<file path="src/rtl/srm_pkg.sv">
// ----------------------------------------------------------------------------
// srm_pkg
// Shared types and constants of the label run-merge filter.
// ----------------------------------------------------------------------------
package srm_pkg;

  localparam int MAX_RUN_DEF = 32;  // default run length ceiling
  localparam int LABEL_W     = 3;
  localparam int CFG_W       = 6;   // min_run_length register width
  localparam int IN_TDATA_W  = 8;
  localparam int OUT_TDATA_W = 8;
  localparam int CFG_ADDR_W  = 2;
  localparam int CFG_DATA_W  = 32;

  localparam logic [CFG_ADDR_W-1:0] REG_MIN_RUN = 2'd0;

  typedef enum logic [1:0] {
    ST_IDLE,
    ST_EMIT1,   // drain the run that just closed
    ST_EMIT2    // drain labels released by the current item
  } state_t;

  typedef struct packed {
    logic load;   // take the input item, update chain state
    logic dec1;   // one label of the closed run delivered
    logic dec2;   // one label of the second group delivered
    logic sel2;   // output shows the second group
  } dp_cmd_t;

  typedef struct packed {
    logic n1_nz;  // item closes a run with held labels
    logic n2_nz;  // item releases labels of its own run
    logic last1;  // one label of the first group left
    logic last2;  // one label of the second group left
  } dp_sts_t;

endpackage

</file>
<file path="src/rtl/short_label_run_merge.sv">
// ----------------------------------------------------------------------------
// short_label_run_merge
// Run-length smoothing of a chain of class labels.
// ----------------------------------------------------------------------------
// Labels of a run are held until the run ends or reaches the minimum length,
// then delivered in a burst, so results may trail the input by up to a run.
// The block takes one item at a time: it accepts an item, then each result
// it causes goes out through the output register at one per cycle while
// the result side does not stall (an item causes from 0 up to MAX_RUN
// results). The input is not ready while results of the previous item are
// pending.
module short_label_run_merge #(
  parameter int MAX_RUN = srm_pkg::MAX_RUN_DEF
) (
  input  logic                            clk,
  input  logic                            rst_n,
  input  logic                            in_tvalid,
  output logic                            in_tready,
  input  logic [srm_pkg::IN_TDATA_W-1:0]  in_tdata,   // [2:0] label
  input  logic                            in_tlast,   // chain_end
  output logic                            out_tvalid,
  input  logic                            out_tready,
  output logic [srm_pkg::OUT_TDATA_W-1:0] out_tdata,  // [2:0] label_out
  output logic                            out_tlast,  // chain_end_out
  input  logic                            cfg_psel,
  input  logic                            cfg_penable,
  input  logic                            cfg_pwrite,
  input  logic [srm_pkg::CFG_ADDR_W-1:0]  cfg_paddr,
  input  logic [srm_pkg::CFG_DATA_W-1:0]  cfg_pwdata,
  output logic [srm_pkg::CFG_DATA_W-1:0]  cfg_prdata,
  output logic                            cfg_pready
);

  logic [srm_pkg::CFG_W-1:0]   min_run_length;
  logic [srm_pkg::LABEL_W-1:0] label_out;
  srm_pkg::dp_cmd_t            cmd;
  srm_pkg::dp_sts_t            sts;

  srm_cfg u_cfg (
    .clk            (clk),
    .rst_n          (rst_n),
    .cfg_psel       (cfg_psel),
    .cfg_penable    (cfg_penable),
    .cfg_pwrite     (cfg_pwrite),
    .cfg_paddr      (cfg_paddr),
    .cfg_pwdata     (cfg_pwdata),
    .cfg_prdata     (cfg_prdata),
    .cfg_pready     (cfg_pready),
    .min_run_length (min_run_length)
  );

  srm_ctrl u_ctrl (
    .clk        (clk),
    .rst_n      (rst_n),
    .in_tvalid  (in_tvalid),
    .in_tready  (in_tready),
    .out_tvalid (out_tvalid),
    .out_tready (out_tready),
    .cmd        (cmd),
    .sts        (sts)
  );

  srm_dp #(
    .MAX_RUN (MAX_RUN)
  ) u_dp (
    .clk            (clk),
    .rst_n          (rst_n),
    .min_run_length (min_run_length),
    .in_label       (in_tdata[srm_pkg::LABEL_W-1:0]),
    .in_end         (in_tlast),
    .cmd            (cmd),
    .sts            (sts),
    .out_label      (label_out),
    .out_last       (out_tlast)
  );

  assign out_tdata = srm_pkg::OUT_TDATA_W'(label_out);

endmodule

</file>
<file path="src/rtl/srm_cfg.sv">
// ----------------------------------------------------------------------------
// srm_cfg
// APB register slice holding the minimum run length.
// ----------------------------------------------------------------------------
module srm_cfg (
  input  logic                             clk,
  input  logic                             rst_n,
  input  logic                             cfg_psel,
  input  logic                             cfg_penable,
  input  logic                             cfg_pwrite,
  input  logic [srm_pkg::CFG_ADDR_W-1:0]   cfg_paddr,
  input  logic [srm_pkg::CFG_DATA_W-1:0]   cfg_pwdata,
  output logic [srm_pkg::CFG_DATA_W-1:0]   cfg_prdata,
  output logic                             cfg_pready,
  output logic [srm_pkg::CFG_W-1:0]        min_run_length
);

  logic [srm_pkg::CFG_W-1:0] min_run_r;
  logic [srm_pkg::CFG_W-1:0] min_run_nxt;
  logic                      wr_en;

  assign cfg_pready = 1'b1;
  assign wr_en = cfg_psel && cfg_penable && cfg_pwrite && cfg_pready &&
                 (cfg_paddr == srm_pkg::REG_MIN_RUN);

  always_comb begin
    min_run_nxt = min_run_r;
    if (wr_en) begin
      min_run_nxt = cfg_pwdata[srm_pkg::CFG_W-1:0];
    end
  end

  always_ff @(posedge clk) begin
    if (!rst_n) begin
      min_run_r <= '0;
    end else begin
      min_run_r <= min_run_nxt;
    end
  end

  always_comb begin
    cfg_prdata = '0;
    if (cfg_paddr == srm_pkg::REG_MIN_RUN) begin
      cfg_prdata = srm_pkg::CFG_DATA_W'(min_run_r);
    end
  end

  assign min_run_length = min_run_r;

endmodule

</file>
<file path="src/rtl/srm_ctrl.sv">
// ----------------------------------------------------------------------------
// srm_ctrl
// Sequencer: takes one item, then drains its result labels one per cycle unless stalled.
// ----------------------------------------------------------------------------
module srm_ctrl (
  input  logic             clk,
  input  logic             rst_n,
  input  logic             in_tvalid,
  output logic             in_tready,
  output logic             out_tvalid,
  input  logic             out_tready,
  output srm_pkg::dp_cmd_t cmd,
  input  srm_pkg::dp_sts_t sts
);

  srm_pkg::state_t state_r;
  srm_pkg::state_t state_nxt;

  always_ff @(posedge clk) begin
    if (!rst_n) begin
      state_r <= srm_pkg::ST_IDLE;
    end else begin
      state_r <= state_nxt;
    end
  end

  always_comb begin
    state_nxt  = state_r;
    in_tready  = 1'b0;
    out_tvalid = 1'b0;
    cmd        = '0;
    case (state_r)
      srm_pkg::ST_IDLE: begin
        in_tready = 1'b1;
        if (in_tvalid) begin
          cmd.load = 1'b1;
          if (sts.n1_nz) begin
            state_nxt = srm_pkg::ST_EMIT1;
          end else if (sts.n2_nz) begin
            state_nxt = srm_pkg::ST_EMIT2;
          end
        end
      end
      srm_pkg::ST_EMIT1: begin
        out_tvalid = 1'b1;
        if (out_tready) begin
          cmd.dec1 = 1'b1;
          if (sts.last1) begin
            state_nxt = sts.n2_nz ? srm_pkg::ST_EMIT2 : srm_pkg::ST_IDLE;
          end
        end
      end
      srm_pkg::ST_EMIT2: begin
        out_tvalid = 1'b1;
        cmd.sel2   = 1'b1;
        if (out_tready) begin
          cmd.dec2 = 1'b1;
          if (sts.last2) begin
            state_nxt = srm_pkg::ST_IDLE;
          end
        end
      end
      default: begin
        state_nxt = srm_pkg::ST_IDLE;
      end
    endcase
  end

endmodule

</file>
<file path="src/rtl/srm_dp.sv">
// ----------------------------------------------------------------------------
// srm_dp
// Run tracking, merge decision and result group counters.
// ----------------------------------------------------------------------------
module srm_dp #(
  parameter int MAX_RUN = srm_pkg::MAX_RUN_DEF
) (
  input  logic                          clk,
  input  logic                          rst_n,
  input  logic [srm_pkg::CFG_W-1:0]     min_run_length,
  input  logic [srm_pkg::LABEL_W-1:0]   in_label,
  input  logic                          in_end,
  input  srm_pkg::dp_cmd_t              cmd,
  output srm_pkg::dp_sts_t              sts,
  output logic [srm_pkg::LABEL_W-1:0]   out_label,
  output logic                          out_last
);

  localparam int CW   = $clog2(MAX_RUN + 1);
  localparam int CfgW = srm_pkg::CFG_W;
  localparam logic [CfgW-1:0] MaxRunCfg = CfgW'(MAX_RUN);
  localparam logic [CW-1:0]   MaxRunCnt = CW'(MAX_RUN);
  localparam logic [CW-1:0]   One       = CW'(1);

  logic [srm_pkg::LABEL_W-1:0] left_r, left_nxt;
  logic [srm_pkg::LABEL_W-1:0] runc_r, runc_nxt;
  logic [CW-1:0]               held_r, held_nxt;
  logic                        first_r, first_nxt;
  logic                        rel_r, rel_nxt;
  logic [CW-1:0]               cnt1_r, cnt1_nxt;
  logic [srm_pkg::LABEL_W-1:0] cls1_r, cls1_nxt;
  logic [CW-1:0]               cnt2_r, cnt2_nxt;
  logic [srm_pkg::LABEL_W-1:0] cls2_r, cls2_nxt;
  logic                        end2_r, end2_nxt;

  logic [CW-1:0]               min_eff;
  logic                        run_open;
  logic                        run_ends;
  logic                        merge;
  logic [srm_pkg::LABEL_W-1:0] close_cls;
  logic [CW-1:0]               n1;
  logic [CW-1:0]               n2;
  logic [CW-1:0]               held_a;
  logic [CW-1:0]               held_b;
  logic                        rel_a;
  logic [srm_pkg::LABEL_W-1:0] runc_a;

  always_comb begin
    if (min_run_length > MaxRunCfg) begin
      min_eff = MaxRunCnt;
    end else begin
      min_eff = CW'(min_run_length);
    end
    if (min_eff == '0) begin
      min_eff = One;
    end
  end

  // decision for the item on the input port
  always_comb begin
    run_open  = (held_r != '0) || rel_r;
    run_ends  = run_open && (in_label != runc_r);
    merge     = !first_r && !rel_r && (held_r != '0) && (held_r < min_eff) &&
                (in_label == left_r);
    close_cls = merge ? left_r : runc_r;
    n1        = run_ends ? held_r : '0;
    held_a    = run_ends ? '0 : held_r;
    rel_a     = run_ends ? 1'b0 : rel_r;
    runc_a    = (run_ends || !run_open) ? in_label : runc_r;
    held_b    = held_a + One;

    left_nxt  = run_ends ? close_cls : left_r;
    first_nxt = run_ends ? 1'b0 : first_r;
    runc_nxt  = runc_a;
    held_nxt  = held_a;
    rel_nxt   = rel_a;
    n2        = '0;
    if (rel_a) begin
      n2 = One;
    end else if (in_end) begin
      n2 = held_b;
    end else if (held_b >= min_eff) begin
      n2       = held_b;
      held_nxt = '0;
      rel_nxt  = 1'b1;
    end else begin
      held_nxt = held_b;
    end
    if (in_end) begin
      left_nxt  = '0;
      runc_nxt  = '0;
      held_nxt  = '0;
      first_nxt = 1'b1;
      rel_nxt   = 1'b0;
    end
  end

  always_comb begin
    cnt1_nxt = cnt1_r;
    cls1_nxt = cls1_r;
    cnt2_nxt = cnt2_r;
    cls2_nxt = cls2_r;
    end2_nxt = end2_r;
    if (cmd.load) begin
      cnt1_nxt = n1;
      cls1_nxt = close_cls;
      cnt2_nxt = n2;
      cls2_nxt = runc_a;
      end2_nxt = in_end;
    end
    if (cmd.dec1) begin
      cnt1_nxt = cnt1_r - One;
    end
    if (cmd.dec2) begin
      cnt2_nxt = cnt2_r - One;
    end
  end

  always_ff @(posedge clk) begin
    if (!rst_n) begin
      left_r  <= '0;
      runc_r  <= '0;
      held_r  <= '0;
      first_r <= 1'b1;
      rel_r   <= 1'b0;
      cnt1_r  <= '0;
      cnt2_r  <= '0;
    end else begin
      if (cmd.load) begin
        left_r  <= left_nxt;
        runc_r  <= runc_nxt;
        held_r  <= held_nxt;
        first_r <= first_nxt;
        rel_r   <= rel_nxt;
      end
      cnt1_r <= cnt1_nxt;
      cnt2_r <= cnt2_nxt;
    end
  end

  always_ff @(posedge clk) begin
    cls1_r <= cls1_nxt;
    cls2_r <= cls2_nxt;
    end2_r <= end2_nxt;
  end

  always_comb begin
    sts.n1_nz = (n1 != '0);
    sts.n2_nz = cmd.load ? (n2 != '0) : (cnt2_r != '0);
    sts.last1 = (cnt1_r == One);
    sts.last2 = (cnt2_r == One);
  end

  assign out_label = cmd.sel2 ? cls2_r : cls1_r;
  assign out_last  = cmd.sel2 && end2_r && (cnt2_r == One);

endmodule

</file>
<file path="config.mk">
export PLATFORM = sky130hd
export DESIGN_NAME = short_label_run_merge
export DESIGN_NICKNAME = d
export VERILOG_FILES = /design/src/rtl/srm_pkg.sv /design/src/rtl/short_label_run_merge.sv /design/src/rtl/srm_cfg.sv /design/src/rtl/srm_ctrl.sv /design/src/rtl/srm_dp.sv
export SDC_FILE = /design/constraint.sdc
export NUM_CORES = 1
export LEC_CHECK = 0
export ABC_AREA = 1
export CORE_UTILIZATION = 55
export CTS_BUF_LIST = sky130_fd_sc_hd__clkbuf_8
export CTS_CLUSTER_SIZE = 30
export DETAILED_ROUTE_END_ITERATION = 8
export DONT_BUFFER_PORTS = 1
export PLACE_DENSITY = 0.75
export SETUP_SLACK_MARGIN = 0.1
export SKIP_CTS_REPAIR_TIMING = 1
export SKIP_LAST_GASP = 1
export SLEW_MARGIN = 20
export SYNTH_ARGS = -nofsm -noshare
export SYNTH_HDL_FRONTEND = slang
export SYNTH_HIERARCHICAL = 1
export SYNTH_SLANG_ARGS = --single-unit
</file>
<file path="constraint.sdc">
create_clock -name clk -period 3.6 [get_ports clk]
set_input_delay 0.36 -clock clk [delete_from_list [all_inputs] [get_ports clk]]
set_output_delay 0.36 -clock clk [all_outputs]
set_load 0.1 [all_outputs]
</file>
==> impl_metrics.toml, run 1 <==
[run_status]
status = "finished, final reports clean"

[worst_setup_path]
crit_top_cell = "nor2_2"
start_kind = "register"
worstPathCellList = "nor2_2 > nand4_1 > nand2_4 > buf_8 > nand4_1 > buf_4 > o21ai_4 > and2_4 > ha_4 > a21oi_1 > o21a_1 > nand4_1 > buf_4 > nand3_1 > nand3_1 > nor2_2 > nor2_2 > nor2_1 > nand2_1 > o21ai_2 > nor2_2 > nor2_1 > nor2_1"
critPathMaxStageDelay_ps = 330
end_kind = "register"
worstPathRequired_ps = 3790
arrival_ps = 3690
crit_path_max_fanout = 7
critical-path-slowest-cell = "dfxtp_2"
criticalPathCategory = "reg -> reg"

[synthesis]
yosys.area.top_type = "dfxtp_1"
synth-seq-cells = 41
synth_common_cells = "nand2_1 (107), inv_1 (75), nor2_1 (54)"
synthArstFlopShare_pct = 0
yosysTopAreaCellShare_pct = 21.1
yosys_warnings = 6
syn_area_per_cell_um2 = 6.63
yosys-top-cells-area = "dfxtp_1 (21%), nand2_1 (12%), inv_1 (8.7%), ha_1 (8.5%), buf_4 (7.4%)"
ys_seq_area_share_pct = 27.6
syn_area_mm2 = 0.00323
synth_edf_count = 7
yosysMostFrequentCell = "nand2_1"
synth.distinct_cells = 39
synth-main-ff-cell = "dfxtp_1"
postSynthCellCount = 488

[floorplanning]
dieHeight_um = 78.7
core-area_mm2 = 0.00557
die_w_um = 78.7
num_rows = 27
start_util_pct = 58.0
die_area_mm2 = 0.00619
io_pins = 94

[final_layout]
fin_nets = 582
seq_area_um2 = 897
multi_input_area_mm2 = 0.00203
fill_cells = 486
drive_gt1_share_pct = 20.4
final_area_mm2 = 0.00361
diodes = 0
fin_util_pct = 64.7
area_growth_pct = 11.6

[drt]
vias = 3003
dr.pass1.iters = 5
drc = 0
via_per_inst = 5.15
totalWireLength_um = 7290
wl_per_cell_um = 12.5
dr_wl_met2_um = 3500
ant_nets = 0
highest_layer = "met4"
first_iter_violations = 149
drt-met1-wl_um = 3150
wl_met3_um = 468

[timing]
setup_viol = 0
tightest_slew_ps = 1060
period_share_pct = 97.2
timing.fmax_mhz = 286
clock_skew_ps = 6.26
min_period_ps = 3500
hold_ws_ps = 156
relSlewSlack_pct = 29.4
fin_tns_setup_ps = 0
finalHoldViolCount = 0
rsz0062_at_grt = "yes"
report.final.slew_viol_count = 0
setup_slack_ps = 102

[power_and_ir_drop]
internal_power_uw = 903
p_sw_share_pct = 51.7
p_sw_uw = 966
combPwrFrac_pct = 51.8
power_frac_clock_pct = 15.9
seqPwrFrac_pct = 32.2
cellPowerDensity_mw_per_mm2 = 518
leakage_nw = 1.66
peakVddDrop_mv = 0.341

[placement]
portBuffers = 0
post-dp-hpwl_um = 5200
placed_cell_area_mm2 = 0.00325
place_ws_ps = 116
routabilityCongestion = 0.933

[clock_network]
cts_tree = "yes"
cts_made_buffers = 5
htreeDepth = 2
cts_sinks = 41
root_buffer = "clkbuf_8"
clk_latency_ps = 300
clk_pin_slew_ps = 80
cts_buffer_depth = 2

[hold_path]
holdCritPathClass = "in -> reg"

[global_routing]
gr-total-overflow = 0
grt_pass1_vias = 2508
groute.usage.overall_pct = 22.9
grt_max_degree = 22
grt_first_pass_wirelength_um = 11200
antenna_found_initial = 0

[flow_run]
cap_violations = 0
cells in the final DEF, fill, tap and decap left out, types with 7 or more instances in the layout:
master | netlist | layout
edfxtp_1 | 7 | 7
nor2_1 | 54 | 39
a21oi_1 | 31 | 30
nand2_4 | 4 | 7
nand2_1 | 107 | 100
nor2_2 | 5 | 17
ha_1 | 22 | 19
buf_4 | 32 | 25
conb_1 | 3 | 32
inv_1 | 75 | 68
nand3_1 | 32 | 32
dfxtp_1 | 34 | 29
inv_2 | 4 | 9
o21ai_0 | 10 | 10
cell type report:
| class | count | share of cell area, % |
|---|---|---|
| sequential | 41 | 24.9 |
| inverter | 80 | 8.46 |
| clock inverter | 3 | 0.486 |
| clock buffer | 5 | 1.91 |
| timing repair buffer | 26 | 5.62 |
| tap | 72 | 2.50 |
| multi-input combinational | 356 | 56.2 |
registers in the layout, indices dropped and copies added, names as in the netlist:
name,cells
u_cfg/min_run_length,6
u_ctrl/state_r,2
u_dp/cls1_r,3
u_dp/cls2_r,3
u_dp/cnt1_r,6
u_dp/cnt2_r,6
u_dp/end2_r,1
u_dp/first_r,1
u_dp/held_r,6
u_dp/left_r,3
u_dp/rel_r,1
u_dp/runc_r,3
worst paths after layout:
check,startpoint,to,slack [ps],depth (start not counted)
max,u_dp/held_r[1]$_SDFFE_PN0P_,u_ctrl/state_r[0]$_SDFFE_PN0P_,100,23
min,in_tdata[2],u_dp/cls2_r[2]$_DFFE_PP_,160,0
max reg2reg,u_dp/held_r[1]$_SDFFE_PN0P_,u_ctrl/state_r[0]$_SDFFE_PN0P_,100,23
min reg2reg,u_dp/runc_r[2]$_SDFFE_PN0P_,u_dp/runc_r[2]$_SDFFE_PN0P_,480,2
metrics by stage:
stage | total power [mW] | cells
finish | 1.87 | 583
detailed placement | 1.53 | 561
floorplan | 1.44 | 517
CTS | 1.84 | 569
global placement | 1.52 | 561
global route | 1.99 | 583
worst max-delay path, delay by kind of cell, from the launching register on:
kind	cells	cell delay (ps)
AND/OR/NAND/NOR	15	1790
buffers and inverters	3	560
AO/OA/AOI/OAI	4	530
flip-flops	1	330
adder cells (fa/ha/maj)	1	200
per-layer routing:
| metal | vias to the layer above | global-route usage [%] |
|---|---|---|
| li1 | 1530 | - |
| met1 | 1325 | 28.8 |
| met2 | 132 | 38.5 |
| met3 | 16 | 4.42 |
| met4 | 0 | 7.96 |
| met5 | - | 0 |
power by group through the flow:
stage                     sequential, mW  clock (mW)  combinational [mW]
final                              0.602       0.298               0.969
after global routing               0.612       0.329                1.05
after CTS                          0.601       0.309               0.927
after detailed placement           0.611           0               0.923
after global placement             0.608           0               0.915
after floorplan                    0.596           0               0.843
cell families after synthesis:
group / count (synthesis) / share of synthesized area, %
other: 3 / 0.348
DFF: 41 / 27.6
and+or+nand+nor: 238 / 33.9
AOI/OAI and AO/OA: 61 / 10.6
buffers and inverters: 120 / 18.3
adders and majority gates: 22 / 8.51
xor gates and xnor gates: 3 / 0.813
Note: power is estimated with default switching activity, not from simulation.
==> run 2, diff against run 1 <==
==> constraint.sdc (replaced) <==
create_clock -name clk -period 4 [get_ports clk]
set_input_delay 0.4 -clock clk [delete_from_list [all_inputs] [get_ports clk]]
set_output_delay 0.4 -clock clk [all_outputs]
set_load 0.1 [all_outputs]
==> run 2 against run 1 <==
Critical path depth grew 5; final cell count decreased by 2.9%; register-to-register slack better by 370 ps; hold slack improved by 32 ps; sequential power shrank 10%; die area unchanged; clock power grew 14%; design area decreased by 6.1%; non-clock buffer count down 17; via count shrank 2.2%; total power is 7.4% lower; global-route usage up 0.93 points.
==> impl_metrics.toml, run 2 (synthesized netlist as in run 1, its figures left out) <==
[clock_network]
htreeDepth = 2
cts_tree = "yes"
clk_latency_ps = 300
root_buffer = "clkbuf_8"
cts_buffer_depth = 2
cts_sinks = 41
cts_made_buffers = 5
clk_pin_slew_ps = 90

[flow_run]
cap_violations = 0

[global_routing]
gr-total-overflow = 0
grt_first_pass_wirelength_um = 11800
groute.usage.overall_pct = 23.8
antenna_found_initial = 0
grt_max_degree = 22
grt_pass1_vias = 2721

[hold_path]
holdCritPathClass = "in -> reg"

[drt]
ant_nets = 0
wl_met3_um = 435
dr_wl_met2_um = 3380
drt-met1-wl_um = 3110
first_iter_violations = 196
totalWireLength_um = 7010
via_per_inst = 5.19
highest_layer = "met4"
dr.pass1.iters = 4
wl_per_cell_um = 12.4
drc = 0
vias = 2937

[floorplanning]
dieHeight_um = 78.7
die_area_mm2 = 0.00619
core-area_mm2 = 0.00557
num_rows = 27
io_pins = 94
die_w_um = 78.7
start_util_pct = 58.0

[timing]
finalHoldViolCount = 0
report.final.slew_viol_count = 0
tightest_slew_ps = 1070
setup_slack_ps = 477
setup_viol = 0
period_share_pct = 88.1
fin_tns_setup_ps = 0
relSlewSlack_pct = 28.9
timing.fmax_mhz = 284
rsz0062_at_grt = "no"
clock_skew_ps = 9.63
min_period_ps = 3520

[run_status]
status = "finished, final reports clean"

[worst_setup_path]
criticalPathCategory = "reg -> reg"
crit_path_max_fanout = 5
crit_top_cell = "nor2_1"
critical-path-slowest-cell = "dfxtp_1"
worstPathRequired_ps = 4200
end_kind = "register"
critPathMaxStageDelay_ps = 410
start_kind = "register"
arrival_ps = 3720

[placement]
portBuffers = 0
routabilityCongestion = 0.917
place_inst = 557
place_ws_ps = 430
post-dp-hpwl_um = 5360
placed_cell_area_mm2 = 0.00322

[power_and_ir_drop]
cellPowerDensity_mw_per_mm2 = 511
leakage_nw = 1.58
p_total_mw = 1.73
peakVddDrop_mv = 0.265

[final_layout]
final_common_cell = "nand2_1"
mostFrequentLayoutCells = "nand2_1 (107), inv_1 (73), nor2_1 (43), dfxtp_1 (33)"
fin_nets = 565
layoutNonFillerInstCount = 566
final_area_mm2 = 0.00339
diodes = 0
drive_gt1_share_pct = 13.0
area_growth_pct = 4.76
==> run 2: cell count changes in the layout (fill, tap and decap cells not counted), moves of 3 or more <==
cell     change
nor2_4       -3
dfxtp_1      +4
dfxtp_2      -4
nand2_2      -5
inv_2        -3
inv_1        +5
nor2_1       +4
buf_4       -16
nand2_1      +7
==> run 2: metrics by stage <==
| step | hold WS (ps) | util [%] |
|---|---|---|
| 2_1_floorplan | 447 | - |
| 5_1_grt | 171 | 60.8 |
| 4_1_cts | 182 | 59.8 |
| 3_3_place_gp | 467 | 57.8 |
| 3_5_place_dp | 473 | 57.8 |
| 6_report | 188 | 60.8 |
==> run 2: routing by layer <==
metal | up-vias | GRT usage [%]
met4 | 0 | 9.63
met3 | 9 | 5.81
met5 | - | 0
met2 | 87 | 39.6
li1 | 1495 | -
met1 | 1346 | 29.2
==> run 2: where the power goes <==
group / switching (mW) / internal, mW / leakage, nW / total [mW]
clock network: 0.155 / 0.187 / 0.0543 / 0.341
registers: 0.0502 / 0.490 / 0.345 / 0.541
logic: 0.667 / 0.182 / 1.18 / 0.848
==> run 2: final cells by class <==
type | count | area, um2
fill | 525 | 2190
multi-input combinational | 356 | 1920
sequential | 41 | 892
inverter | 80 | 300
tap | 72 | 90.1
clock buffer | 5 | 68.8
timing repair buffer | 9 | 67.6
clock inverter | 3 | 46.3
==> run 2: worst paths after layout <==
path | from | endpoint | slack, ps | depth (start not counted)
max | u_dp/runc_r[1]$_SDFFE_PN0P_ | u_ctrl/state_r[0]$_SDFFE_PN0P_ | 480 | 28
min | in_tdata[1] | u_dp/cls2_r[1]$_DFFE_PP_ | 190 | 0
max reg2reg | u_dp/runc_r[1]$_SDFFE_PN0P_ | u_ctrl/state_r[0]$_SDFFE_PN0P_ | 480 | 28
min reg2reg | u_dp/left_r[0]$_SDFFE_PN0P_ | u_dp/left_r[0]$_SDFFE_PN0P_ | 490 | 2
==> run 2: worst max-delay path: cells and delay by family, from the launching register on <==
family	cells	cell delay, ps
and+or+nand+nor	19	1880
adders and majority gates	2	420
DFF	1	410
buffers and inverters	4	380
AOI/OAI and AO/OA	2	190
xor gates and xnor gates	1	140
